### src/hw/rtl/assert_macros.svh
// ----------------------------------------------------------------------------
// Assertion macros
// Shared concurrent assertion forms. They are clocked on clk_i and are off
// while rst_ni is low.
// ----------------------------------------------------------------------------
`ifndef ASSERT_MACROS_SVH
`define ASSERT_MACROS_SVH

// The property must hold at every clock edge outside reset.
`define SFMP_ASSERT(lbl, prop, msg) \
  lbl: assert property (@(posedge clk_i) disable iff (!rst_ni) (prop)) else $error(msg);

// The antecedent implies the consequent in the same cycle.
`define SFMP_ASSERT_IMP(lbl, ante, cons, msg) \
  lbl: assert property (@(posedge clk_i) disable iff (!rst_ni) (ante) |-> (cons)) \
    else $error(msg);

`endif

### src/hw/rtl/sfmp_pkg.sv
// ----------------------------------------------------------------------------
// Frame parser package
// Byte codes, parse positions, result kinds, frame classes and the result
// record shared by the parser modules.
// ----------------------------------------------------------------------------
`default_nettype none

package sfmp_pkg;

  // Framing bytes.
  localparam logic [7:0] SYNC_A     = 8'h3C;
  localparam logic [7:0] SYNC_B     = 8'h7B;
  localparam logic [7:0] SYNC_C     = 8'h28;
  localparam logic [7:0] BYTE_CR    = 8'h0D;
  localparam logic [7:0] BYTE_LF    = 8'h0A;
  localparam logic [7:0] ID_REQUEST = 8'd254;
  localparam logic [7:0] ID_ACK     = 8'd255;

  // Parse positions.
  localparam logic [3:0] P_HUNT_A  = 4'd0;
  localparam logic [3:0] P_HUNT_B  = 4'd1;
  localparam logic [3:0] P_HUNT_C  = 4'd2;
  localparam logic [3:0] P_ID      = 4'd3;
  localparam logic [3:0] P_INST_LO = 4'd4;
  localparam logic [3:0] P_INST_HI = 4'd5;
  localparam logic [3:0] P_LEN     = 4'd6;
  localparam logic [3:0] P_BODY    = 4'd7;
  localparam logic [3:0] P_CR      = 4'd8;
  localparam logic [3:0] P_LF      = 4'd9;

  // Result kinds.
  localparam logic [1:0] KIND_BODY   = 2'd0;
  localparam logic [1:0] KIND_COMMIT = 2'd1;
  localparam logic [1:0] KIND_ABORT  = 2'd2;

  // Frame classes.
  localparam logic [1:0] CLASS_DATA    = 2'd0;
  localparam logic [1:0] CLASS_REQUEST = 2'd1;
  localparam logic [1:0] CLASS_ACK     = 2'd2;

  // One result record as it leaves the parser.
  typedef struct packed {
    logic        valid;
    logic [1:0]  result_kind;
    logic [7:0]  body_byte;
    logic [7:0]  body_position;
    logic [7:0]  message_id;
    logic [15:0] instance_number;
    logic [7:0]  body_size;
    logic [1:0]  frame_class;
    logic [31:0] data_frames_seen;
  } res_t;

  // Class of a frame from its id byte.
  function automatic logic [1:0] class_of(input logic [7:0] id);
    logic [1:0] cls;
    if (id == ID_REQUEST) begin
      cls = CLASS_REQUEST;
    end else if (id == ID_ACK) begin
      cls = CLASS_ACK;
    end else begin
      cls = CLASS_DATA;
    end
    return cls;
  endfunction

endpackage

`default_nettype wire

### src/hw/rtl/sfmp_if.sv
// ----------------------------------------------------------------------------
// Frame parser channels
// Valid/ready channels for received bytes and for parser results.
// ----------------------------------------------------------------------------
`default_nettype none

// Received byte channel.
interface sfmp_rx_if;
  logic       valid;
  logic       ready;
  logic [7:0] rx_byte;

  modport source (output valid, output rx_byte, input ready);
  modport sink   (input valid, input rx_byte, output ready);
endinterface

// Parser result channel.
interface sfmp_res_if;
  logic        valid;
  logic        ready;
  logic [1:0]  result_kind;
  logic [7:0]  body_byte;
  logic [7:0]  body_position;
  logic [7:0]  message_id;
  logic [15:0] instance_number;
  logic [7:0]  body_size;
  logic [1:0]  frame_class;
  logic [31:0] data_frames_seen;

  modport source (
    output valid, output result_kind, output body_byte, output body_position,
    output message_id, output instance_number, output body_size,
    output frame_class, output data_frames_seen, input ready
  );
  modport sink (
    input valid, input result_kind, input body_byte, input body_position,
    input message_id, input instance_number, input body_size,
    input frame_class, input data_frames_seen, output ready
  );
endinterface

`default_nettype wire

### src/hw/rtl/sync_framed_message_parser_top.sv
// ----------------------------------------------------------------------------
// Framed message parser, top level
// Received bytes come in on rx_i, one per transfer. The block hunts for the
// sync bytes '<' '{' '(' and then reads id, instance (low byte first) and
// length, passes each body byte on at once, and ends the frame with a commit
// result on CR LF or an abort result otherwise. A commit carries the frame
// class and the running count of committed data frames.
// Results leave on res_o, at most one per received byte; header and sync
// bytes give none.
// A byte in the input register is parsed when the result register is free,
// and its result is then loaded into the result register, where res_o.valid
// rises and the result waits to be taken.
// Throughput: one byte per cycle while the receiver takes the results, set by
// the single parse step between the input register and the result register.
// Reset clears the parse position, the held header fields and the counters;
// the block then hunts for the first sync byte.
// When the receiver stalls, the result is held, one more byte waits in the
// input register, and rx_i.ready then drops until the result is taken.
// ----------------------------------------------------------------------------
`default_nettype none

module sync_framed_message_parser_top (
  input  wire         clk_i,
  input  wire         rst_ni,
  sfmp_rx_if.sink     rx_i,
  sfmp_res_if.source  res_o
);

  import sfmp_pkg::*;

  logic       in_vld;
  logic [7:0] in_byte;
  logic       out_free;
  logic       step;
  res_t       step_res;

  // The parser consumes the held byte whenever the result register is free.
  assign step = in_vld && out_free;

  sfmp_in_stage u_in (
    .clk_i  (clk_i),
    .rst_ni (rst_ni),
    .rx_i   (rx_i),
    .take_i (step),
    .vld_o  (in_vld),
    .byte_o (in_byte)
  );

  sfmp_parser u_parser (
    .clk_i  (clk_i),
    .rst_ni (rst_ni),
    .step_i (step),
    .byte_i (in_byte),
    .res_o  (step_res)
  );

  sfmp_out_stage u_out (
    .clk_i  (clk_i),
    .rst_ni (rst_ni),
    .load_i (step && step_res.valid),
    .res_i  (step_res),
    .free_o (out_free),
    .res_o  (res_o)
  );

endmodule

`default_nettype wire

### src/hw/rtl/sfmp_in_stage.sv
// ----------------------------------------------------------------------------
// Frame parser input register
// Holds one received byte until the parser takes it.
// ----------------------------------------------------------------------------
`default_nettype none

module sfmp_in_stage (
  input  wire         clk_i,
  input  wire         rst_ni,
  sfmp_rx_if.sink     rx_i,
  input  wire         take_i,
  output logic        vld_o,
  output logic [7:0]  byte_o
);

  logic       vld_q, vld_d;
  logic [7:0] byte_q;
  logic       load;

  // A new transfer is taken when the register is empty or drains this cycle.
  assign rx_i.ready = !vld_q || take_i;
  assign load       = rx_i.valid && rx_i.ready;
  assign vld_d      = load || (vld_q && !take_i);

  always_ff @(posedge clk_i or negedge rst_ni) begin
    if (!rst_ni) begin
      vld_q <= 1'b0;
    end else begin
      vld_q <= vld_d;
    end
  end

  // Payload register.
  always_ff @(posedge clk_i) begin
    if (load) begin
      byte_q <= rx_i.rx_byte;
    end
  end

  assign vld_o  = vld_q;
  assign byte_o = byte_q;

endmodule

`default_nettype wire

### src/hw/rtl/sfmp_parser.sv
// ----------------------------------------------------------------------------
// Frame parser step
// Parse position, held header fields and counters, with the one-byte step
// logic that yields at most one result per byte.
// ----------------------------------------------------------------------------
`default_nettype none

`include "assert_macros.svh"

module sfmp_parser (
  input  wire              clk_i,
  input  wire              rst_ni,
  input  wire              step_i,
  input  wire [7:0]        byte_i,
  output sfmp_pkg::res_t   res_o
);

  import sfmp_pkg::*;

  logic [3:0]  pos_q, pos_d;
  logic [7:0]  id_q, id_d;
  logic [15:0] inst_q, inst_d;
  logic [7:0]  len_q, len_d;
  logic [8:0]  bcnt_q, bcnt_d;
  logic [31:0] frame_q, frame_d;
  logic [1:0]  cls;
  logic        commit_data;

  assign cls = class_of(id_q);

  // Next state and result for the byte at hand.
  always_comb begin
    pos_d       = pos_q;
    id_d        = id_q;
    inst_d      = inst_q;
    len_d       = len_q;
    bcnt_d      = bcnt_q;
    frame_d     = frame_q;
    commit_data = 1'b0;
    res_o.valid       = 1'b0;
    res_o.result_kind = KIND_BODY;
    res_o.body_byte   = 8'h00;
    res_o.body_position = 8'h00;
    case (pos_q)
      P_HUNT_A: begin
        if (byte_i == SYNC_A) begin
          pos_d = P_HUNT_B;
        end else begin
          pos_d  = P_HUNT_A;
          bcnt_d = 9'd0;
        end
      end
      P_HUNT_B: begin
        if (byte_i == SYNC_B) begin
          pos_d = P_HUNT_C;
        end else begin
          pos_d  = P_HUNT_A;
          bcnt_d = 9'd0;
        end
      end
      P_HUNT_C: begin
        if (byte_i == SYNC_C) begin
          pos_d = P_ID;
        end else begin
          pos_d  = P_HUNT_A;
          bcnt_d = 9'd0;
        end
      end
      P_ID: begin
        id_d  = byte_i;
        pos_d = P_INST_LO;
      end
      P_INST_LO: begin
        inst_d = {8'h00, byte_i};
        pos_d  = P_INST_HI;
      end
      P_INST_HI: begin
        inst_d = {byte_i, inst_q[7:0]};
        pos_d  = P_LEN;
      end
      P_LEN: begin
        len_d  = byte_i;
        bcnt_d = 9'd0;
        pos_d  = P_BODY;
      end
      P_BODY: begin
        // A zero length still takes one body byte.
        bcnt_d = bcnt_q + 9'd1;
        if (bcnt_d >= {1'b0, len_q}) begin
          pos_d = P_CR;
        end
        res_o.valid         = 1'b1;
        res_o.result_kind   = KIND_BODY;
        res_o.body_byte     = byte_i;
        res_o.body_position = bcnt_q[7:0];
      end
      P_CR: begin
        if (byte_i == BYTE_CR) begin
          pos_d = P_LF;
        end else begin
          pos_d             = P_HUNT_A;
          bcnt_d            = 9'd0;
          res_o.valid       = 1'b1;
          res_o.result_kind = KIND_ABORT;
        end
      end
      P_LF: begin
        pos_d       = P_HUNT_A;
        bcnt_d      = 9'd0;
        res_o.valid = 1'b1;
        if (byte_i == BYTE_LF) begin
          res_o.result_kind = KIND_COMMIT;
          if (cls == CLASS_DATA) begin
            commit_data = 1'b1;
            frame_d     = frame_q + 32'd1;
          end
        end else begin
          res_o.result_kind = KIND_ABORT;
        end
      end
      default: begin
        pos_d  = P_HUNT_A;
        bcnt_d = 9'd0;
      end
    endcase
    // Header fields come from the held values; the count includes this commit.
    res_o.message_id       = id_q;
    res_o.instance_number  = inst_q;
    res_o.body_size        = len_q;
    res_o.frame_class      = cls;
    res_o.data_frames_seen = frame_d;
  end

  // Parser state advances only on a byte the step consumes.
  always_ff @(posedge clk_i or negedge rst_ni) begin
    if (!rst_ni) begin
      pos_q   <= P_HUNT_A;
      id_q    <= 8'h00;
      inst_q  <= 16'h0000;
      len_q   <= 8'h00;
      bcnt_q  <= 9'd0;
      frame_q <= 32'd0;
    end else if (step_i) begin
      pos_q   <= pos_d;
      id_q    <= id_d;
      inst_q  <= inst_d;
      len_q   <= len_d;
      bcnt_q  <= bcnt_d;
      frame_q <= frame_d;
    end
  end

  // The body count never runs past one more than the largest length.
  `SFMP_ASSERT(a_bcnt_range, bcnt_q <= 9'd256, "body count out of range")
  // Waiting for CR means the whole body has been taken.
  `SFMP_ASSERT_IMP(a_cr_after_body, pos_q == P_CR, bcnt_q >= {1'b0, len_q}, "CR wait early")
  // The data frame count moves only on a consumed commit of a data frame.
  `SFMP_ASSERT_IMP(a_frame_cnt, !$stable(frame_q), $past(step_i && commit_data), "stray count")

endmodule

`default_nettype wire

### src/hw/rtl/sfmp_out_stage.sv
// ----------------------------------------------------------------------------
// Frame parser result register
// Holds one result until the receiver takes it.
// ----------------------------------------------------------------------------
`default_nettype none

module sfmp_out_stage (
  input  wire             clk_i,
  input  wire             rst_ni,
  input  wire             load_i,
  input  sfmp_pkg::res_t  res_i,
  output logic            free_o,
  sfmp_res_if.source      res_o
);

  import sfmp_pkg::*;

  logic vld_q, vld_d;
  res_t res_q;

  // The register can take a new result when empty or drained this cycle.
  assign free_o = !vld_q || res_o.ready;
  assign vld_d  = free_o ? load_i : vld_q;

  always_ff @(posedge clk_i or negedge rst_ni) begin
    if (!rst_ni) begin
      vld_q <= 1'b0;
    end else begin
      vld_q <= vld_d;
    end
  end

  // Payload register.
  always_ff @(posedge clk_i) begin
    if (free_o && load_i) begin
      res_q <= res_i;
    end
  end

  assign res_o.valid            = vld_q;
  assign res_o.result_kind      = res_q.result_kind;
  assign res_o.body_byte        = res_q.body_byte;
  assign res_o.body_position    = res_q.body_position;
  assign res_o.message_id       = res_q.message_id;
  assign res_o.instance_number  = res_q.instance_number;
  assign res_o.body_size        = res_q.body_size;
  assign res_o.frame_class      = res_q.frame_class;
  assign res_o.data_frames_seen = res_q.data_frames_seen;

endmodule

`default_nettype wire

### src/flat_wrapper.sv
// flat-port wrapper written by rule: the top's interface ports become plain ports
module sync_framed_message_parser_top_flat import sfmp_pkg::*;
  (clk_i, rst_ni, rx_i_valid, rx_i_rx_byte, rx_i_ready, res_o_valid, res_o_result_kind, res_o_body_byte, res_o_body_position, res_o_message_id, res_o_instance_number, res_o_body_size, res_o_frame_class, res_o_data_frames_seen, res_o_ready);
  sfmp_rx_if rx_i_i ();
  sfmp_res_if res_o_i ();
  input  wire clk_i;
  input  wire rst_ni;
  input wire logic [$bits(rx_i_i.valid)-1:0] rx_i_valid;
  input wire logic [$bits(rx_i_i.rx_byte)-1:0] rx_i_rx_byte;
  output wire logic [$bits(rx_i_i.ready)-1:0] rx_i_ready;
  output wire logic [$bits(res_o_i.valid)-1:0] res_o_valid;
  output wire logic [$bits(res_o_i.result_kind)-1:0] res_o_result_kind;
  output wire logic [$bits(res_o_i.body_byte)-1:0] res_o_body_byte;
  output wire logic [$bits(res_o_i.body_position)-1:0] res_o_body_position;
  output wire logic [$bits(res_o_i.message_id)-1:0] res_o_message_id;
  output wire logic [$bits(res_o_i.instance_number)-1:0] res_o_instance_number;
  output wire logic [$bits(res_o_i.body_size)-1:0] res_o_body_size;
  output wire logic [$bits(res_o_i.frame_class)-1:0] res_o_frame_class;
  output wire logic [$bits(res_o_i.data_frames_seen)-1:0] res_o_data_frames_seen;
  input wire logic [$bits(res_o_i.ready)-1:0] res_o_ready;
  assign rx_i_i.valid = rx_i_valid;
  assign rx_i_i.rx_byte = rx_i_rx_byte;
  assign rx_i_ready = rx_i_i.ready;
  assign res_o_valid = res_o_i.valid;
  assign res_o_result_kind = res_o_i.result_kind;
  assign res_o_body_byte = res_o_i.body_byte;
  assign res_o_body_position = res_o_i.body_position;
  assign res_o_message_id = res_o_i.message_id;
  assign res_o_instance_number = res_o_i.instance_number;
  assign res_o_body_size = res_o_i.body_size;
  assign res_o_frame_class = res_o_i.frame_class;
  assign res_o_data_frames_seen = res_o_i.data_frames_seen;
  assign res_o_i.ready = res_o_ready;
  sync_framed_message_parser_top u_core (.clk_i(clk_i), .rst_ni(rst_ni), .rx_i(rx_i_i), .res_o(res_o_i));
endmodule
### config.mk
export PLATFORM = sky130hd
export DESIGN_NAME = sync_framed_message_parser_top_flat
export DESIGN_NICKNAME = d
export VERILOG_FILES = /design/src/hw/rtl/sfmp_pkg.sv /design/src/hw/rtl/sfmp_if.sv /design/src/hw/rtl/sync_framed_message_parser_top.sv /design/src/hw/rtl/sfmp_in_stage.sv /design/src/hw/rtl/sfmp_parser.sv /design/src/hw/rtl/sfmp_out_stage.sv /design/src/flat_wrapper.sv
export VERILOG_INCLUDE_DIRS = /design/src /design/src/hw/rtl
export SDC_FILE = /design/constraint.sdc
export NUM_CORES = 1
export LEC_CHECK = 0
export ABC_AREA = 1
export ABC_CLOCK_PERIOD_IN_PS = 17200
export BUFFER_PORTS_ARGS = -buffer_cell sky130_fd_sc_hd__buf_2
export CORE_MARGIN = 5
export CORE_UTILIZATION = 30
export DETAILED_ROUTE_END_ITERATION = 12
export GPL_TIMING_DRIVEN = 0
export REMOVE_ABC_BUFFERS = 1
export SLEW_MARGIN = 15
export SYNTH_ARGS = -nofsm -noshare
export SYNTH_HDL_FRONTEND = slang
export SYNTH_SLANG_ARGS = --single-unit
export TNS_END_PERCENT = 100
### constraint.sdc
create_clock -name clk_i -period 17.2 [get_ports clk_i]
set_clock_uncertainty 0.2 [all_clocks]
set_input_delay 0 -clock clk_i [delete_from_list [all_inputs] [get_ports clk_i]]
set_output_delay 0 -clock clk_i [all_outputs]
set_load 0.05 [all_outputs]
==> flow_summary.json <==
{
  "outcome": "finished clean",
  "synth_largest_area_cell": "edfxtp_1",
  "endpoint_kind": "register",
  "worst_pin_slew_ns": 1.02,
  "die_y_um": 171,
  "synth_seq_cells": 171,
  "drive_above_1_share_pct": 20.1,
  "finalHoldViolations": 0,
  "viasPerCell": 4.50,
  "dieArea_um2": 29300,
  "arrival_ns": 3.21,
  "avgSynthCellArea_um2": 9.86,
  "seqPwrFrac_pct": 51.7,
  "vias": 5649,
  "rows": 59,
  "stdcell_count": 1256,
  "required_ns": 17.14,
  "max-cap-violations": 0,
  "dp_hpwl_um": 12500,
  "fin_nets": 928,
  "critPathTopFamily": "compound AO/OA/AOI/OAI gates",
  "path_class": "reg -> reg",
  "combinationalPowerShare_pct": 2.6,
  "tritoncts": "built",
  "chipWidth_um": 171,
  "synth-edff-count": 92,
  "finalSetupViolations": 0,
  "async_reset_ff_share_pct": 46.2,
  "clockRootBuffer": "clkbuf_16",
  "antenna_left": 0,
  "synth_top_cell_area_share_pct": 35.5,
  "syn_inst": 789,
  "rsz0062_at_grt": "false",
  "critPathBufInv": 2,
  "synth_ff_type": "edfxtp_1",
  "hold_buffers": 14,
  "yosys.cell_types.count": 43,
  "cts_num_sinks": 171,
  "startpoint_type": "register",
  "wl_per_cell_um": 14.3,
  "final_util_pct": 36.7,
  "overflow": 0,
  "core_um2": 25800,
  "pwr-share-clk_pct": 45.7,
  "drc": 0,
  "post_cts_buffers": 0,
  "fin_crit_sh_pct": 19.0,
  "dp_cells": 1208,
  "ctsLongestPathBuffers": 2,
  "grt_max_degree": 44,
  "clock_latency_ns": 0.43,
  "numCtsBuffers": 17,
  "htreeDepth": 4,
  "p_sw_w": 0.000192,
  "grt_pass1_vias": 5364,
  "swShare_pct": 23.0,
  "finalCriticalPeriod_ns": 3.27,
  "cpMaxStageDelayCell": "a31oi_4",
  "hold_slack_ns": 0.0779,
  "seq_area_frac_synth_pct": 60.9,
  "pwr_density_cell_nw_per_um2": 88.2,
  "antenna_found_initial": 1,
  "path_clk_slew_ns": 0.07,
  "n_fill_cell": 2622,
  "crit_chain": "nand3_1 > a31oi_4 > buf_16 > buf_8",
  "drtIter0Drc": 394,
  "drt-total-wl_um": 18000,
  "hp-class": "in -> reg",
  "critPathMaxStageDelay_ns": 0.92,
  "io_pins": 98,
  "p_int_w": 0.000645,
  "initial_utilization_pct": 30.1,
  "synth.area.top_cells": "edfxtp_1 (35%), dfrtp_1 (25%), nand2_1 (11%), inv_1 (4.0%), nor2_1 (3.3%)",
  "syn-cell-area_um2": 7780,
  "track_usage_pct": 12.6,
  "relSlewSlack_pct": 31.6,
  "grt_pass1_wl_um": 28600,
  "area_growth_syn_to_layout_pct": 22.0,
  "path_max_fanout": 25,
  "slew_viol_final": 0,
  "place_congestion": 0.833,
  "leakagePower_nw": 4.63,
  "tns_ns": 0,
  "drt_first_pass_iters": 5,
  "portBuffers": 97,
  "yosys-top-cells-count": "nand2_1 (235), edfxtp_1 (92), inv_1 (83)",
  "synth.most_common_cell": "nand2_1",
  "post_cts_resized": 0,
  "yosysWarnings": 0,
  "peakVddDrop_v": 0.0000511,
  "fmax_mhz": 306
}
==> power by group through the flow <==
stage	clock network, W	logic [W]	registers [W]
2_1_floorplan	0	0.00000750	0.000441
3_3_place_gp	0	0.0000172	0.000442
3_5_place_dp	0	0.0000192	0.000442
4_1_cts	0.000392	0.0000223	0.000433
5_1_grt	0.000412	0.0000242	0.000433
6_report	0.000382	0.0000215	0.000433
==> cells in the final DEF, fill, tap and decap left out, types with 2 or more instances in the layout <==
cell type / count
inv_6: 6
clkbuf_16: 17
inv_1: 82
edfxtp_1: 92
nor2_1: 69
nor2_2: 4
xnor2_1: 3
inv_2: 6
o21ai_0: 21
nand2_4: 6
inv_8: 3
nor2_4: 6
buf_16: 5
or2_2: 7
and2_1: 3
nand3_1: 48
clkbuf_1: 2
nor3_1: 8
dfrtp_1: 79
a21oi_1: 12
nand2_1: 235
xor2_1: 5
diode_2: 2
ha_1: 10
nand4_1: 23
o31ai_1: 8
nand3_2: 2
o21ai_1: 14
buf_2: 96
nand2_2: 3
dlygate4sd3_1: 13
nand3b_1: 3
xnor2_2: 8
==> logic make-up after synthesis <==
family | Yosys count | share of synthesized area (%)
fa+ha+maj | 10 | 1.61
flops | 171 | 60.9
xor+xnor | 17 | 2.78
buf+inv | 108 | 5.68
compound gates | 61 | 4.37
simple gates | 422 | 24.7
==> area by class of cell <==
class,count,area [um^2],share of cell area [%]
Antenna cell,2,5.00,0.0527
Sequential cell,171,4740,49.9
Tap cell,335,419,4.41
Timing Repair Buffer,117,791,8.33
Inverter,89,334,3.52
Multi-Input combinational cell,510,2620,27.6
Clock buffer,19,433,4.56
Clock inverter,13,149,1.57
==> per-layer routing <==
metal  part of all wire [%]  track usage, %  vias to the layer above  wire length (um)
met5                      0               0                        -                 0
met4                   0.95            3.34                        0               170
met1                     45            16.3                     2673              8120
met2                     49            21.2                      135              8730
li1                       -               -                     2825                 -
met3                    5.3            3.07                       16               957
==> final timing paths <==
path                                           startpoint                                    end  slack (ns)  cells after the start
max in group asynchronous                          rst_ni            u_core.u_parser.frame_q[17]       16.11                      4
worst max register to register   u_core.u_parser.pos_q[0]        u_core.u_out.res_o.body_size[5]       13.93                      4
min in group asynchronous                          rst_ni              u_core.u_parser.inst_q[1]        0.44                      4
worst min-delay path                      rx_i_rx_byte[1]                  u_core.u_in.byte_o[1]        0.08                      2
worst max-delay path             u_core.u_parser.pos_q[0]        u_core.u_out.res_o.body_size[5]       13.93                      4
worst min register to register  u_core.u_parser.inst_q[2]  u_core.u_out.res_o.instance_number[2]        0.25                      0
==> through the flow <==
| step | worst slack (ns) | cell area [um^2] | power [W] |
|---|---|---|---|
| after floorplan | 10.93 | 7670 | 0.000449 |
| after global placement | 8.05 | 8580 | 0.000459 |
| after detailed placement | 13.81 | 8760 | 0.000461 |
| after CTS | 13.81 | 9490 | 0.000848 |
| after global routing | 13.67 | 9490 | 0.000869 |
| final | 13.93 | 9490 | 0.000837 |
==> sequential cells by signal (all words and copies together) (netlist names), 4 cells and up <==
| signal | flops |
|---|---|
| u_core.u_parser.frame_q | 32 |
| u_core.u_out.res_o.body_position | 8 |
| u_core.u_in.byte_o | 8 |
| u_core.u_parser.len_q | 8 |
| u_core.u_parser.inst_q | 16 |
| u_core.u_out.res_o.body_size | 8 |
| u_core.u_parser.bcnt_q | 9 |
| u_core.u_out.res_o.body_byte | 8 |
| u_core.u_out.res_o.message_id | 8 |
| u_core.u_out.res_o.instance_number | 16 |
| u_core.u_out.res_o.data_frames_seen | 32 |
| u_core.u_parser.id_q | 8 |
| u_core.u_parser.pos_q | 4 |
Note: power is estimated with default switching activity, not from simulation.
